File: src/rtl/core/hlms_pkg.sv
// ----------------------------------------------------------------------------
// hlms_pkg
// Shared types, sizes and the hash fold step for the location mark set.
// ----------------------------------------------------------------------------
package hlms_pkg;

	// Table size and derived widths
	localparam int CAPACITY = 1024;
	localparam int CNT_W    = $clog2(CAPACITY + 1);
	localparam int ADDR_W   = (CAPACITY > 1) ? $clog2(CAPACITY) : 1;
	localparam int HASH_W   = 31;

	// Hash constants
	localparam logic [31:0]       HASH_MUL = 32'd16807;
	localparam logic [HASH_W-1:0] HASH_MOD = 31'h7fffffff;

	// Request mode codes
	localparam logic MODE_QUERY = 1'b0;
	localparam logic MODE_MARK  = 1'b1;

	// Job passed from front to back
	typedef struct packed {
		logic              mode;
		logic [HASH_W-1:0] hash;
	} hlms_job_t;

	// Result beat, found in the lowest bit
	typedef struct packed {
		logic [HASH_W-1:0] location_hash;
		logic              table_full;
		logic              added;
		logic              found;
	} hlms_result_t;

	// One fold: (x * 16807 mod 2^32) mod (2^31 - 1).
	// 2^31 is 1 modulo the prime, so the top bit folds back in as +1,
	// leaving at most one subtraction.
	function automatic logic [HASH_W-1:0] fold_word(input logic [31:0] x);
		logic [31:0] p;
		logic [31:0] r;
		p = x * HASH_MUL;
		r = {1'b0, p[30:0]} + {31'd0, p[31]};
		if (r >= {1'b0, HASH_MOD}) begin
			r = r - {1'b0, HASH_MOD};
		end
		return r[HASH_W-1:0];
	endfunction

endpackage

File: src/rtl/core/hlms_front.sv
// ----------------------------------------------------------------------------
// hlms_front
// Accepts character beats, keeps the running hash and folds in the line
// number on the last beat, then hands a lookup job to the queue.
// ----------------------------------------------------------------------------
module hlms_front (
	input  logic                clk,
	input  logic                arst_n,
	input  logic                in_valid,
	output logic                in_ready,
	input  logic                in_mode,
	input  logic [7:0]          in_char,
	input  logic                in_char_valid,
	input  logic                in_last,
	input  logic [30:0]         in_line,
	output logic                job_valid,
	input  logic                job_ready,
	output hlms_pkg::hlms_job_t job
);
	import hlms_pkg::*;

	localparam logic ST_ACCEPT = 1'b0;
	localparam logic ST_LINE   = 1'b1;

	logic              state_q;
	logic [HASH_W-1:0] hash_q;
	logic [30:0]       line_q;
	logic              mode_q;
	logic              accept;
	logic [31:0]       char_x;
	logic [HASH_W-1:0] line_hash;

	assign in_ready = (state_q == ST_ACCEPT);
	assign accept   = in_valid && in_ready;

	// Sign-extended character mixed into the running hash
	assign char_x    = {{24{in_char[7]}}, in_char} ^ {1'b0, hash_q};
	assign line_hash = fold_word({1'b0, hash_q ^ line_q});

	assign job_valid = (state_q == ST_LINE);
	assign job.mode  = mode_q;
	assign job.hash  = line_hash;

	// Running hash and sequencer
	always_ff @(posedge clk or negedge arst_n) begin
		if (!arst_n) begin
			state_q <= ST_ACCEPT;
			hash_q  <= '0;
		end else begin
			case (state_q)
				ST_ACCEPT: begin
					if (accept) begin
						if (in_char_valid) begin
							hash_q <= fold_word(char_x);
						end
						if (in_last) begin
							state_q <= ST_LINE;
						end
					end
				end
				ST_LINE: begin
					if (job_ready) begin
						hash_q  <= '0;
						state_q <= ST_ACCEPT;
					end
				end
				default: state_q <= ST_ACCEPT;
			endcase
		end
	end

	// Last-beat payload
	always_ff @(posedge clk) begin
		if (accept && in_last) begin
			line_q <= in_line;
			mode_q <= in_mode;
		end
	end

endmodule

File: config.mk
export PLATFORM = sky130hd
export DESIGN_NAME = hlms_front
export DESIGN_NICKNAME = d
export VERILOG_FILES = /design/src/rtl/core/hlms_pkg.sv /design/src/rtl/core/hlms_front.sv
export SDC_FILE = /design/constraint.sdc
export NUM_CORES = 1
export LEC_CHECK = 0
export ABC_CLOCK_PERIOD_IN_PS = 9500
export BUFFER_PORTS_ARGS = -buffer_cell sky130_fd_sc_hd__buf_2
export CAP_MARGIN = 30
export CELL_PAD_IN_SITES_DETAIL_PLACEMENT = 0
export CELL_PAD_IN_SITES_GLOBAL_PLACEMENT = 1
export CORE_MARGIN = 10
export CORE_UTILIZATION = 45
export CTS_BUF_LIST = sky130_fd_sc_hd__clkbuf_16
export DETAILED_ROUTE_END_ITERATION = 7
export PLACE_DENSITY = 0.8
export SYNTH_ARGS = -nofsm -noshare
export SYNTH_HDL_FRONTEND = slang
export SYNTH_SLANG_ARGS = --single-unit
File: constraint.sdc
create_clock -name clk -period 9.5 [get_ports clk]
set_input_delay 0.95 -clock clk [delete_from_list [all_inputs] [get_ports clk]]
set_output_delay 0.95 -clock clk [all_outputs]
set_load 0.02 [all_outputs]
==> out/results.txt <==
core area: 38900 µm²
min Tclk post-route: 10.07 ns
family with the most delay on the worst path: adder cells
Port Buf Inserts: 79
Hold Crit Start: hash_q[28]
GRT Total Usage: 0.215
Fmax achieved: 99.3 MHz
Clock Pin Slew Worst Setup and Hold Paths: 0.06 ns
largest net degree at the start of global routing: 34
Worst Path Max Fanout: 4
ANT nets after route: 0
Worst EP arrival: 9.12 ns
Clk Tree Root Cell: clkbuf_16
diodes inserted: 0
Hold Crit Class: reg -> reg
share of the yosys chip area belonging to registers: 0.0989
final hold vios: 0
biggest area consumer among synthesized cells: fa_1
beginning of the critical path: line_q[20]
Area after DPL: 22000 µm²
Worst-Skew Late Latency: 0.34 ns
YS warnings: 0
I/O pin count: 80
final setup fails: 40
nets@finish: 3034
routed vias: 15400
Layout area overhead: 34.5%
Die H: 219 µm
drt total wl: 52200 µm
main area contributors after synthesis: fa_1, ha_1, inv_1
initial antenna violation count: 1
total CTS buffers: 9
Worst R2R Start: hash_q[17]
H-tree depth: 3
Worst Hold Depth: 2
layout cell share with drive strength beyond 1: 0.297
register bit total from synthesis: 64
Slew HR: 0.439
number of synthesized flops with an enable pin: 32
cts hold-fix bufs: 0
vias per cell: 5.10
syn_area_per_cell: 8.72 µm²
Tcrit/Tclk final: 1.06
FILL cells: 3339
DRC: 0
global-route wire length before repair: 82900 µm
Synth Instances: 2042
DR pass1 iterations: 5
RePlAce Congestion: 0.984
Netlist Area Pre-Place: 17800 µm²
final cell area excluding filler cells: 24000 µm²
critical path type: reg -> out
Main synth FF type: edfxtp_1
Starting Density: 0.458
worst-case reg-to-reg path depth: 38
CP endpoint kind: output port
Syn Nets: 2580
status: finished, violations left
Worst Path Buf+Inv: 11
Final Slew Violations: 0
CP Launch Type: flop
critical path depth: 42
CP max-delay cell: fa_1
setup ws final: -0.572 ns
CTS tree: done
Max-Cap Viols: 0
critical path's largest stage delay: 0.54 ns
post-synth top area share: 0.253
Longest Clk Path Bufs: 2
CTS sink count: 64
Worst Skew: 0.0102 ns
WP data required: 8.55 ns
Slew @ Worst Pin: 0.838 ns
Distinct cells, synth: 79
DP HPWL: 44900 µm
initial detailed-routing violation count: 749
Die Wd: 219 µm
ys async rst share: 0.500
num rows: 72
grt total ovfl: 0
wire per inst: 17.3 µm
die area: 48000 µm²
vias in the first global route: 16300
RSZ-0062 raised after global routing: true
failing checks: setup timing
## timing repair
item,in CTS,in global routing
setup buffers,27,19
cloned,3,0
gates resized for setup,103,132
setup endpoints to repair,59,62
pin swaps,45,82
## worst min-delay path: stages (launching register included)
cell	delay (ns)
dfrtp_1	0.41
nand2_1	0.06
o21ai_0	0.07
## cells by family after synthesis
family,share of synthesized area
AND/OR/NAND/NOR,0.112
multiplexers,0.00758
adder cells (fa/ha/maj),0.440
flip-flops,0.0989
AO/OA/AOI/OAI,0.108
XOR/XNOR,0.120
buffers and inverters,0.113
## routing by layer
metal | vias to the layer above | share of wire | track usage
li1 | 7472 | - | -
met1 | 7574 | 0.42 | 0.258
met2 | 252 | 0.51 | 0.394
met3 | 103 | 0.025 | 0.0111
met4 | 0 | 0.043 | 0.0857
met5 | - | 0 | 0
## registers in the layout (all words and copies together), names as in the netlist
signal and count:
line_q 31, hash_q 31, job_valid 1, mode_q 1
## synth_stat cells, drive strengths merged, types with 8 or more instances
cell     count
a211oi      11
a21o        21
a21oi       74
a31oi       12
and2        13
clkbuf      41
dfrtp       32
edfxtp      32
fa         225
ha         267
inv        488
mux2i        9
nand2      114
nand3       34
nand4       18
nor2        97
nor3        34
nor4        19
o2111ai      8
o211ai      20
o21a         9
o21ai       76
or2         13
or3         10
or4         10
xnor2      122
xor2       123
## layout make-up
type                       instances  area (µm²)  share of cell area
timing repair buffer             489        3730               0.156
tap                              518         648              0.0270
clock inverter                     7         128             0.00532
multi-input combinational       1444       15600               0.652
inverter                         488        1830              0.0764
sequential                        64        1770              0.0738
clock buffer                       9         225             0.00940
## layout by cell type (no fill, tap or decap), types with 20 or more instances in the layout
| cell | Yosys | layout |
|---|---|---|
| o21ai_0 | 62 | 51 |
| xnor2_1 | 122 | 114 |
| xor2_4 | 0 | 25 |
| a21o_1 | 21 | 20 |
| edfxtp_1 | 32 | 32 |
| nor2_1 | 97 | 89 |
| nand2_1 | 114 | 107 |
| xor2_1 | 123 | 76 |
| xor2_2 | 0 | 22 |
| a21oi_1 | 72 | 57 |
| inv_1 | 488 | 459 |
| dfrtp_1 | 32 | 26 |
| nand3_1 | 34 | 28 |
| o211ai_1 | 20 | 20 |
| ha_1 | 267 | 235 |
| buf_2 | 0 | 59 |
| nor3_1 | 33 | 25 |
| buf_4 | 1 | 401 |
| fa_1 | 225 | 222 |
| ha_4 | 0 | 30 |
| inv_2 | 0 | 29 |
## final timing paths
check                             endpoint  slack, ns
max in group asynchronous       hash_q[16]       8.30
worst max-delay path                job[1]      -0.57
worst min-delay path            hash_q[28]       0.57
worst max register to register  hash_q[15]       0.31
worst min register to register  hash_q[28]       0.57
min in group asynchronous        job_valid       0.66
## stage by stage
stage | worst slack (ns) | TNS [ns] | std cells | util | hold WS (ns)
finish | -0.572 | -14.41 | 3019 | 0.616 | 0.569
global route | -0.902 | -29.38 | 3019 | 0.616 | 0.587
CTS | -0.567 | -14.81 | 3002 | 0.597 | 0.570
detailed placement | -1.06 | -41.05 | 2956 | 0.566 | 0.556
global placement | -0.927 | -32.73 | 2956 | 0.566 | 0.552
floorplan | -0.0606 | -0.408 | 2042 | - | 0.508
Power is left out: the tool's default activity adds up to more than one toggle a clock period on the data nets, which glitch-free logic cannot reach.
