$ cat config.mk
export PLATFORM = sky130hd
export DESIGN_NAME = hlms_queue
export DESIGN_NICKNAME = d
export VERILOG_FILES = /design/src/rtl/core/hlms_pkg.sv /design/src/rtl/core/hlms_queue.sv
export SDC_FILE = /design/constraint.sdc
export NUM_CORES = 1
export LEC_CHECK = 0
export BUFFER_PORTS_ARGS = -buffer_cell sky130_fd_sc_hd__buf_2
export CORE_MARGIN = 2
export CORE_UTILIZATION = 52
export CTS_BUF_LIST = sky130_fd_sc_hd__clkbuf_16
export CTS_CLUSTER_SIZE = 10
export DETAILED_ROUTE_END_ITERATION = 8
export GPL_TIMING_DRIVEN = 0
export PLACE_DENSITY = 0.82
export SLEW_MARGIN = 20
export SYNTH_ARGS = -nofsm -noshare
export SYNTH_HDL_FRONTEND = slang
export SYNTH_SLANG_ARGS = --single-unit
export TNS_END_PERCENT = 30
$ cat constraint.sdc
create_clock -name clk -period 2.6 [get_ports clk]
set_input_delay 0.52 -clock clk [delete_from_list [all_inputs] [get_ports clk]]
set_output_delay 0.52 -clock clk [all_outputs]
set_load 0.02 [all_outputs]
$ cat src/rtl/core/hlms_pkg.sv
// ----------------------------------------------------------------------------
// hlms_pkg
// Shared types, sizes and the hash fold step for the location mark set.
// ----------------------------------------------------------------------------
package hlms_pkg;

	// Table size and derived widths
	localparam int CAPACITY = 1024;
	localparam int CNT_W    = $clog2(CAPACITY + 1);
	localparam int ADDR_W   = (CAPACITY > 1) ? $clog2(CAPACITY) : 1;
	localparam int HASH_W   = 31;

	// Hash constants
	localparam logic [31:0]       HASH_MUL = 32'd16807;
	localparam logic [HASH_W-1:0] HASH_MOD = 31'h7fffffff;

	// Request mode codes
	localparam logic MODE_QUERY = 1'b0;
	localparam logic MODE_MARK  = 1'b1;

	// Job passed from front to back
	typedef struct packed {
		logic              mode;
		logic [HASH_W-1:0] hash;
	} hlms_job_t;

	// Result beat, found in the lowest bit
	typedef struct packed {
		logic [HASH_W-1:0] location_hash;
		logic              table_full;
		logic              added;
		logic              found;
	} hlms_result_t;

	// One fold: (x * 16807 mod 2^32) mod (2^31 - 1).
	// 2^31 is 1 modulo the prime, so the top bit folds back in as +1,
	// leaving at most one subtraction.
	function automatic logic [HASH_W-1:0] fold_word(input logic [31:0] x);
		logic [31:0] p;
		logic [31:0] r;
		p = x * HASH_MUL;
		r = {1'b0, p[30:0]} + {31'd0, p[31]};
		if (r >= {1'b0, HASH_MOD}) begin
			r = r - {1'b0, HASH_MOD};
		end
		return r[HASH_W-1:0];
	endfunction

endpackage

$ cat src/rtl/core/hlms_queue.sv
// ----------------------------------------------------------------------------
// hlms_queue
// Two-entry job queue between front and back.
// ----------------------------------------------------------------------------
module hlms_queue (
	input  logic                clk,
	input  logic                arst_n,
	input  logic                push_valid,
	output logic                push_ready,
	input  hlms_pkg::hlms_job_t push_job,
	output logic                pop_valid,
	input  logic                pop_ready,
	output hlms_pkg::hlms_job_t pop_job
);
	import hlms_pkg::*;

	hlms_job_t  slot_q [2];
	logic       wr_ptr_q;
	logic       rd_ptr_q;
	logic [1:0] count_q;
	logic       push;
	logic       pop;

	assign push_ready = (count_q != 2'd2);
	assign pop_valid  = (count_q != 2'd0);
	assign pop_job    = slot_q[rd_ptr_q];
	assign push       = push_valid && push_ready;
	assign pop        = pop_valid && pop_ready;

	// Pointers and fill level
	always_ff @(posedge clk or negedge arst_n) begin
		if (!arst_n) begin
			wr_ptr_q <= 1'b0;
			rd_ptr_q <= 1'b0;
			count_q  <= 2'd0;
		end else begin
			if (push) begin
				wr_ptr_q <= ~wr_ptr_q;
			end
			if (pop) begin
				rd_ptr_q <= ~rd_ptr_q;
			end
			if (push && !pop) begin
				count_q <= count_q + 2'd1;
			end else if (pop && !push) begin
				count_q <= count_q - 2'd1;
			end
		end
	end

	// Storage
	always_ff @(posedge clk) begin
		if (push) begin
			slot_q[wr_ptr_q] <= push_job;
		end
	end

endmodule

==> impl_metrics.ini, run 1 <==
[sta]
skew_ps = 5.027
tns_ps = 0
period_minus_slack_ps = 1968
rsz0062_at_grt = false
period_share_pct = 75.71
slew_violations = 0
worstMarginPinSlew_ps = 768.1
slew_headroom_pct = 48.80
hold_viol = 0
setup_viol = 0
max_freq_mhz = 508.0

[worst_hold_path]
min_from = push_job[26]
hold_end = slot_q[0][26]
hp-class = input port to flop
hold_depth = 1

[route]
wl_um = 4168
vias = 1318
drc = 0
firstDrtPassIters = 4
drt-initial-drc-count = 85
wire_per_inst_um = 15.16
vias_per_cell = 4.793
ant_nets = 0

[clock_network]
cts_max_level = 3
cts_tree = built
cts_made_buffers = 9
root_buffer = clkbuf_16
clk_path_buf_depth = 2
cts-resized-gates = 0
clock_sink_count = 68
clk-insertion-delay-late_ps = 320
clk_pin_slew_ps = 50

[cells_and_area]
fin_area_um2 = 3502
area_growth_pct = 31.72
antenna_cells = 0
nNetsFinal = 237
num-fill-cells = 344
final_core_util_pct = 69.91
drive_above_1_share_pct = 60.49
finalNonFillerCells = 275

[synthesis]
synthesis.area_um2 = 2659
yosysUniqueCellTypes = 16
ys_seq_area_share_pct = 76.05
synth_top_area_cell = edfxtp_1
yosys_register_bits = 68
syn_inst = 118
ys_async_sr_fraction_pct = 5.882
synth_top_area_share_pct = 72.28
yosys_warnings = 0
yosysMostFrequentCell = edfxtp_1
synth_edf_count = 64
avgSynthCellArea_um2 = 22.53
synth-main-ff-cell = edfxtp_1
ys_top_cells_by_area = edfxtp_1 72%, mux2_4 16%, dfrtp_1 3.8%
synth_common_cells = 64 x edfxtp_1, 29 x mux2_4, 4 x dfrtp_1
syn_nets = 155

[global_routing]
grt_pass1_vias = 1282
grt_use_met1_pct = 19.45
grt.overflow.total = 0
grt_max_degree = 33
grt_first_pass_wirelength_um = 6037
met2_usage_pct = 23.29
grt_usage_pct = 15.63
antenna_found_initial = 0
top_usage_layer = met2
met3_usage_pct = 6.878

[critical_path]
cp-startpoint = rd_ptr_q
cpMaxStageDelayCell = dfrtp_1
critPathBufInv = 3
cp_top_family = buffers and inverters
worst_r2r_path_depth = 2
reg2reg_from = count_q[0]
critPathRequiredTime_ps = 2080
setup.worst_path.end_class = output port
r2r_slack_ps = 910
cp.arrival_ps = 1450
rr_endpoint = slot_q[1][0]
cp_max_fo = 10
worstSetupStartpointType = flop
path_class = flop to output port
critPathMaxStageDelay_ps = 370
path_cells = buf_6 -> buf_12 -> mux2_4 -> buf_2

[die]
die_area_um2 = 5701
core_um2 = 5010
floorplan.initialDensity_pct = 53.07
die_y_um = 75.51
num_rows = 26
fp.dieW_um = 75.51
ios = 70

[job]
maxCapViolCount = 0

[outcome]
outcome = finished clean

[place]
io_buffers = 69
dp_hpwl_um = 2758
place_inst = 258
routabilityCongestion = 0.6512
placedInstanceArea_um2 = 3128

[power]
peakVddDrop_uv = 923.5
power.density_nw_per_um2 = 1306
p_leak_nw = 1.431
[timing repair]
| action | CTS | global route |
|---|---|---|
| hold buffers | 1 | 0 |
| endpoints found under the hold margin | 4 | 0 |
| setup buffers | 0 | 0 |
[per-stage QoR]
step / worst slack (ps) / hold slack (ps) / power [W]
floorplan: 25.08 / 224.4 / 0.002741
detailed placement: 871.1 / 332.2 / 0.003153
CTS: 609.7 / 369.4 / 0.004627
finish: 631.6 / 383.3 / 0.004573
global placement: -389.9 / 326.2 / 0.003074
global route: 584.1 / 367.2 / 0.004781
[placed cells by master, fill, tap and decap left out]
cell | synthesis | layout
mux2_2 | 3 | 3
bufinv_16 | 0 | 4
dlygate4sd3_1 | 0 | 1
buf_6 | 1 | 1
mux2_4 | 29 | 29
buf_12 | 3 | 3
and3_2 | 0 | 1
clkinv_1 | 0 | 1
nand2_1 | 1 | 1
clkinvlp_4 | 0 | 2
nand2_2 | 1 | 1
xnor2_1 | 3 | 3
buf_16 | 0 | 1
nor2_1 | 2 | 1
clkbuf_16 | 0 | 9
buf_2 | 0 | 69
nor2_4 | 0 | 1
edfxtp_1 | 64 | 64
or2_1 | 1 | 1
dfrtp_1 | 4 | 4
nand2b_1 | 1 | 1
ha_1 | 1 | 1
inv_1 | 1 | 1
xor2_1 | 2 | 2
[worst max-delay path by stage]
stage               endpoint  slack [ps]  cells after the start
4_1_cts          pop_job[20]         610                      4
3_5_place_dp   slot_q[0][12]         870                      4
2_1_floorplan   slot_q[0][0]          30                      3
3_3_place_gp   slot_q[0][12]        -390                      3
5_1_grt          pop_job[20]         580                      4
6_report         pop_job[20]         630                      4
[registers in the layout, indices dropped and copies added (netlist names)]
name      flops
wr_ptr_q      1
count_q       2
slot_q       64
rd_ptr_q      1
[report_power, final]
group          internal, W  leakage (nW)  switching, W
clock              0.00103         0.169      0.000426
combinational     0.000729         0.620      0.000796
sequential         0.00151         0.641     0.0000849
total              0.00327          1.43       0.00131
[per-layer routing]
layer | wire, um | part of all wire (%)
met1 | 1725 | 41
met2 | 2099 | 50
met3 | 296 | 7.1
met4 | 46 | 1.1
met5 | 0 | 0
[area by class of cell]
type,instances,area (um2),share of cell area [%]
buffer,4,71.32,2.036
clock buffer,9,225.2,6.431
clock inverter,7,138.9,3.966
inverter,1,3.754,0.1072
multi-input combinational,45,570.5,16.29
sequential,68,2022,57.73
tap,70,87.58,2.501
timing repair buffer,71,382.9,10.93
[cells by family after synthesis]
| kind of cell | share of synthesized area (%) |
|---|---|
| XOR/XNOR | 1.647 |
| buffers and inverters | 2.823 |
| multiplexers | 17.65 |
| adder cells (fa/ha/maj) | 0.4705 |
| flip-flops | 76.05 |
| AND/OR/NAND/NOR | 1.365 |
Power figures use the tool's default switching activity.
==> run 2, diff against run 1 <==
==> constraint.sdc (replaced) <==
create_clock -name clk -period 2 [get_ports clk]
set_input_delay 0.4 -clock clk [delete_from_list [all_inputs] [get_ports clk]]
set_output_delay 0.4 -clock clk [all_outputs]
set_load 0.02 [all_outputs]
==> impl_metrics.ini, run 2 (synthesized netlist as in run 1, its figures left out) <==
[sta]
slew_headroom_pct = 37.46
slew_violations = 0
tns_ps = 0
skew_ps = 4.584
rsz0062_at_grt = false
setup_viol = 0
max_freq_mhz = 546.5
hold_viol = 0
worstMarginPinSlew_ps = 935.9
period_share_pct = 91.50
period_minus_slack_ps = 1830

[power]
clock_power_share_pct = 26.6
power.density_nw_per_um2 = 1614
seqPwrFrac_pct = 37.9
p_leak_nw = 1.385
p_int_w = 0.003817
swShare_pct = 30.31
switchingPower_w = 0.001660
peakVddDrop_uv = 1295
pwr-share-comb_pct = 35.5

[place]
dp_hpwl_um = 2815
routabilityCongestion = 0.7317
io_buffers = 69
place_inst = 257

[critical_path]
cp.arrival_ps = 1430
cp_max_fo = 10
critPathRequiredTime_ps = 1600
path_class = flop to output port
path_cells = buf_6 -> buf_12 -> mux2_4 -> buf_2
cpMaxStageDelayCell = dfrtp_1
setup.worst_path.end_class = output port
critPathMaxStageDelay_ps = 360
r2r_slack_ps = 180
worstSetupStartpointType = flop
cp-startpoint = rd_ptr_q
reg2reg_from = count_q[0]

[route]
wire_per_inst_um = 15.17
vias = 1297
vias_per_cell = 4.734
ant_nets = 0
drc = 0
drt-initial-drc-count = 80
wl_um = 4156
firstDrtPassIters = 3

[global_routing]
antenna_found_initial = 0
grt_max_degree = 33
grt_first_pass_wirelength_um = 5982
grt_usage_pct = 15.12
grt.overflow.total = 0
grt_pass1_vias = 1274

[cells_and_area]
final_common_cell = buf_2
finalNonFillerCells = 274
drive_above_1_share_pct = 58.82
top_regs = slot_q (64), count_q (2)
area_growth_pct = 27.62
num-fill-cells = 366
multi_input_area_um2 = 570.5
seq_area_um2 = 2022
regMostFlops = slot_q
nNetsFinal = 236
final_core_util_pct = 67.73
antenna_cells = 0
largest_reg_flops = 64
layout_common_cells = 69 x buf_2, 64 x edfxtp_1, 29 x mux2_4

[die]
die_y_um = 75.51
floorplan.initialDensity_pct = 53.07
num_rows = 26
core_um2 = 5010
die_area_um2 = 5701
fp.dieW_um = 75.51
ios = 70

[clock_network]
clk_pin_slew_ps = 50
cts_made_buffers = 9
root_buffer = clkbuf_16
clock_sink_count = 68
cts_tree = built
clk_path_buf_depth = 2
clk-insertion-delay-late_ps = 310
cts-resized-gates = 0
post_cts_buffers = 0
cts_max_level = 3
hold_buffers = 1

[job]
maxCapViolCount = 0

[worst_hold_path]
hp-class = input port to flop
min_from = push_job[23]

[outcome]
outcome = finished clean
[run 2: changes by cell type in the layout (fill, tap and decap cells not counted), sizes merged]
| cell | previous run | this run |
|---|---|---|
| clkinv | 1 | 5 |
| clkinvlp | 2 | 1 |
| buf | 74 | 73 |
| bufinv | 4 | 1 |
[run 2: power by group through the flow]
stage	combinational, W	clock (W)	sequential (W)
after detailed placement	0.00198	0	0.00210
final	0.00195	0.00146	0.00207
after CTS	0.00199	0.00149	0.00208
after global routing	0.00208	0.00155	0.00210
after global placement	0.00192	0	0.00208
after floorplan	0.00150	0	0.00207
[run 2: final cells by class]
class	instances	area share (%)
repair buffers	70	10.47
inverters	1	0.1106
flip-flops and latches	68	59.59
plain buffers	4	2.102
well taps	70	2.581
clock buffers	9	6.637
clock inverters	7	1.696
multi-input cells	45	16.81
[run 2: worst paths after layout]
kind / depth (start not counted) / end
worst max-delay path: 4 / pop_job[19]
worst min-delay path: 1 / slot_q[1][23]
worst max register to register: 3 / slot_q[0][19]
worst min register to register: 1 / count_q[1]
max in group asynchronous: 2 / wr_ptr_q
min in group asynchronous: 2 / count_q[0]
[run 2: critical path, delay by kind of cell, from the launching register on]
kind	cells	cell delay (ps)
buffers and inverters	3	450
multiplexers	1	300
flip-flops	1	360
[run 2: metrics by stage]
step	setup WS (ps)	hold slack [ps]	cell area (um2)	power (W)
3_5_place_dp	119.7	208.7	3100	0.004082
4_1_cts	124.1	261.7	3393	0.005555
2_1_floorplan	80.97	104.4	2666	0.003570
6_report	170.1	272.2	3393	0.005477
3_3_place_gp	-86.35	204.1	3099	0.004002
5_1_grt	9.106	263.0	3393	0.005732
[run 2: layer usage]
layer	vias to the layer above	wire (um)	track usage (%)
met3	8	202	4.762
li1	622	-	-
met1	625	1610	17.06
met4	0	52	8.577
met2	42	2291	25.41
met5	-	0	0
==> run 3, diff against run 2 <==
--- a/config.mk
+++ b/config.mk
@@ -13,6 +13,7 @@
 export DETAILED_ROUTE_END_ITERATION = 8
 export GPL_TIMING_DRIVEN = 0
 export PLACE_DENSITY = 0.82
+export REMOVE_ABC_BUFFERS = 1
 export SLEW_MARGIN = 20
 export SYNTH_ARGS = -nofsm -noshare
 export SYNTH_HDL_FRONTEND = slang
==> constraint.sdc (replaced) <==
create_clock -name clk -period 2.1 [get_ports clk]
set_input_delay 0.42 -clock clk [delete_from_list [all_inputs] [get_ports clk]]
set_output_delay 0.42 -clock clk [all_outputs]
set_load 0.02 [all_outputs]
==> impl_metrics.ini, run 3 (synthesized netlist as in run 1, its figures left out) <==
[clock_network]
cts_made_buffers = 9
cts_tree = built
cts_max_level = 3
clk_path_buf_depth = 2
root_buffer = clkbuf_16
clock_sink_count = 68
clk_pin_slew_ps = 50
clk-insertion-delay-late_ps = 310

[global_routing]
grt_first_pass_wirelength_um = 5782
grt_pass1_vias = 1334
antenna_found_initial = 0
grt_max_degree = 33
grt_usage_pct = 14.44
grt.overflow.total = 0

[critical_path]
path_class = flop to output port
cp-startpoint = rd_ptr_q
worstSetupStartpointType = flop
reg2reg_from = count_q[0]
cp_max_fo = 16
cp.arrival_ps = 1470
critPathRequiredTime_ps = 1680
setup.worst_path.end_class = output port

[sta]
max_freq_mhz = 530.5
period_minus_slack_ps = 1885
slew_headroom_pct = 49.90
hold_viol = 0
rsz0062_at_grt = false
skew_ps = 2.408
worstMarginPinSlew_ps = 751.5
timing.hold.ws_ps = 294.3
period_share_pct = 89.77
setup_viol = 0
slew_violations = 0

[route]
drt-initial-drc-count = 24
drc = 0
wire_per_inst_um = 15.04
vias_per_cell = 4.784
ant_nets = 0
vias = 1306
wl_um = 4105
firstDrtPassIters = 4

[place]
io_buffers = 69
routabilityCongestion = 0.6122
dp_hpwl_um = 2931

[die]
num_rows = 26
floorplan.initialDensity_pct = 53.07
fp.dieW_um = 75.51
die_y_um = 75.51
ios = 70
core_um2 = 5010
die_area_um2 = 5701

[cells_and_area]
antenna_cells = 0
top_regs = slot_q (64), count_q (2)
regMostFlops = slot_q
area_growth_pct = 27.06
layout_common_cells = 69 x buf_2, 64 x edfxtp_1, 29 x mux2_4
drive_above_1_share_pct = 60.10
final_common_cell = buf_2
nNetsFinal = 235
largest_reg_flops = 64

[power]
switchingPower_w = 0.001564
p_total_w = 0.005079
swShare_pct = 30.79
clock_power_share_pct = 24.9
peakVddDrop_uv = 1161
power.density_nw_per_um2 = 1503
pwr-share-comb_pct = 35.8
p_int_w = 0.003515
seqPwrFrac_pct = 39.3
p_leak_nw = 1.382

[job]
maxCapViolCount = 0

[outcome]
outcome = finished clean

[worst_hold_path]
min_from = push_job[13]
hp-class = input port to flop
run 3: cell count changes in the layout (fill, tap and decap cells not counted), sizes merged:
| cell | previous run | this run |
|---|---|---|
| bufinv | 1 | 0 |
| buf | 73 | 72 |
| inv | 1 | 2 |
run 3: power by group through the flow:
stage / clock (W) / sequential, W / combinational, W
after floorplan: 0 / 0.00209 / 0.00117
after global placement: 0 / 0.00214 / 0.00154
after detailed placement: 0 / 0.00210 / 0.00173
after CTS: 0.00130 / 0.00200 / 0.00186
after global routing: 0.00134 / 0.00202 / 0.00195
final: 0.00126 / 0.00200 / 0.00182
run 3: final cells by class:
class,count,area [um2]
sequential,68,2026
fill,370,1632
multi-input combinational,45,570.5
timing repair buffer,73,430.4
clock buffer,9,225.2
tap,70,87.58
clock inverter,7,35.03
inverter,1,3.754
run 3: worst paths after layout:
path	endpoint	slack [ps]	cells past startpoint
worst max-delay path	pop_job[27]	210	3
worst min-delay path	slot_q[1][13]	290	1
worst max register to register	slot_q[0][25]	400	4
worst min register to register	count_q[1]	500	1
max in group asynchronous	rd_ptr_q	1520	2
min in group asynchronous	count_q[1]	450	2
run 3: what timing repair did:
action                                 in CTS  in global routing
endpoints found under the hold margin       4                  0
gates resized for setup                     1                  0
setup endpoints to repair                  16                  0
hold buffers                                1                  0
buffers inserted                            1                  0
run 3: per-stage QoR:
stage | utilization [%] | cell area [um2] | cells | setup WS, ps | TNS, ps
2_1_floorplan | - | 2587 | 114 | -474.9 | -16090
3_3_place_gp | 60.29 | 3020 | 253 | -837.9 | -39410
3_5_place_dp | 61.59 | 3085 | 255 | 168.0 | 0
4_1_cts | 67.43 | 3378 | 273 | 198.7 | 0
5_1_grt | 67.43 | 3378 | 273 | 182.7 | 0
6_report | 67.43 | 3378 | 273 | 214.9 | 0
run 3: layer usage:
metal | vias to the layer above | track usage, % | part of all wire (%)
li1 | 616 | - | -
met1 | 640 | 15.38 | 39
met2 | 45 | 26.09 | 54
met3 | 5 | 3.836 | 5.7
met4 | 0 | 7.602 | 0.90
met5 | - | 0 | 0
run 3: critical path, cell delays in order, from the launching register on:
cell,delay [ps]
dfrtp_4,510
buf_12,170
mux2_4,300
buf_2,160
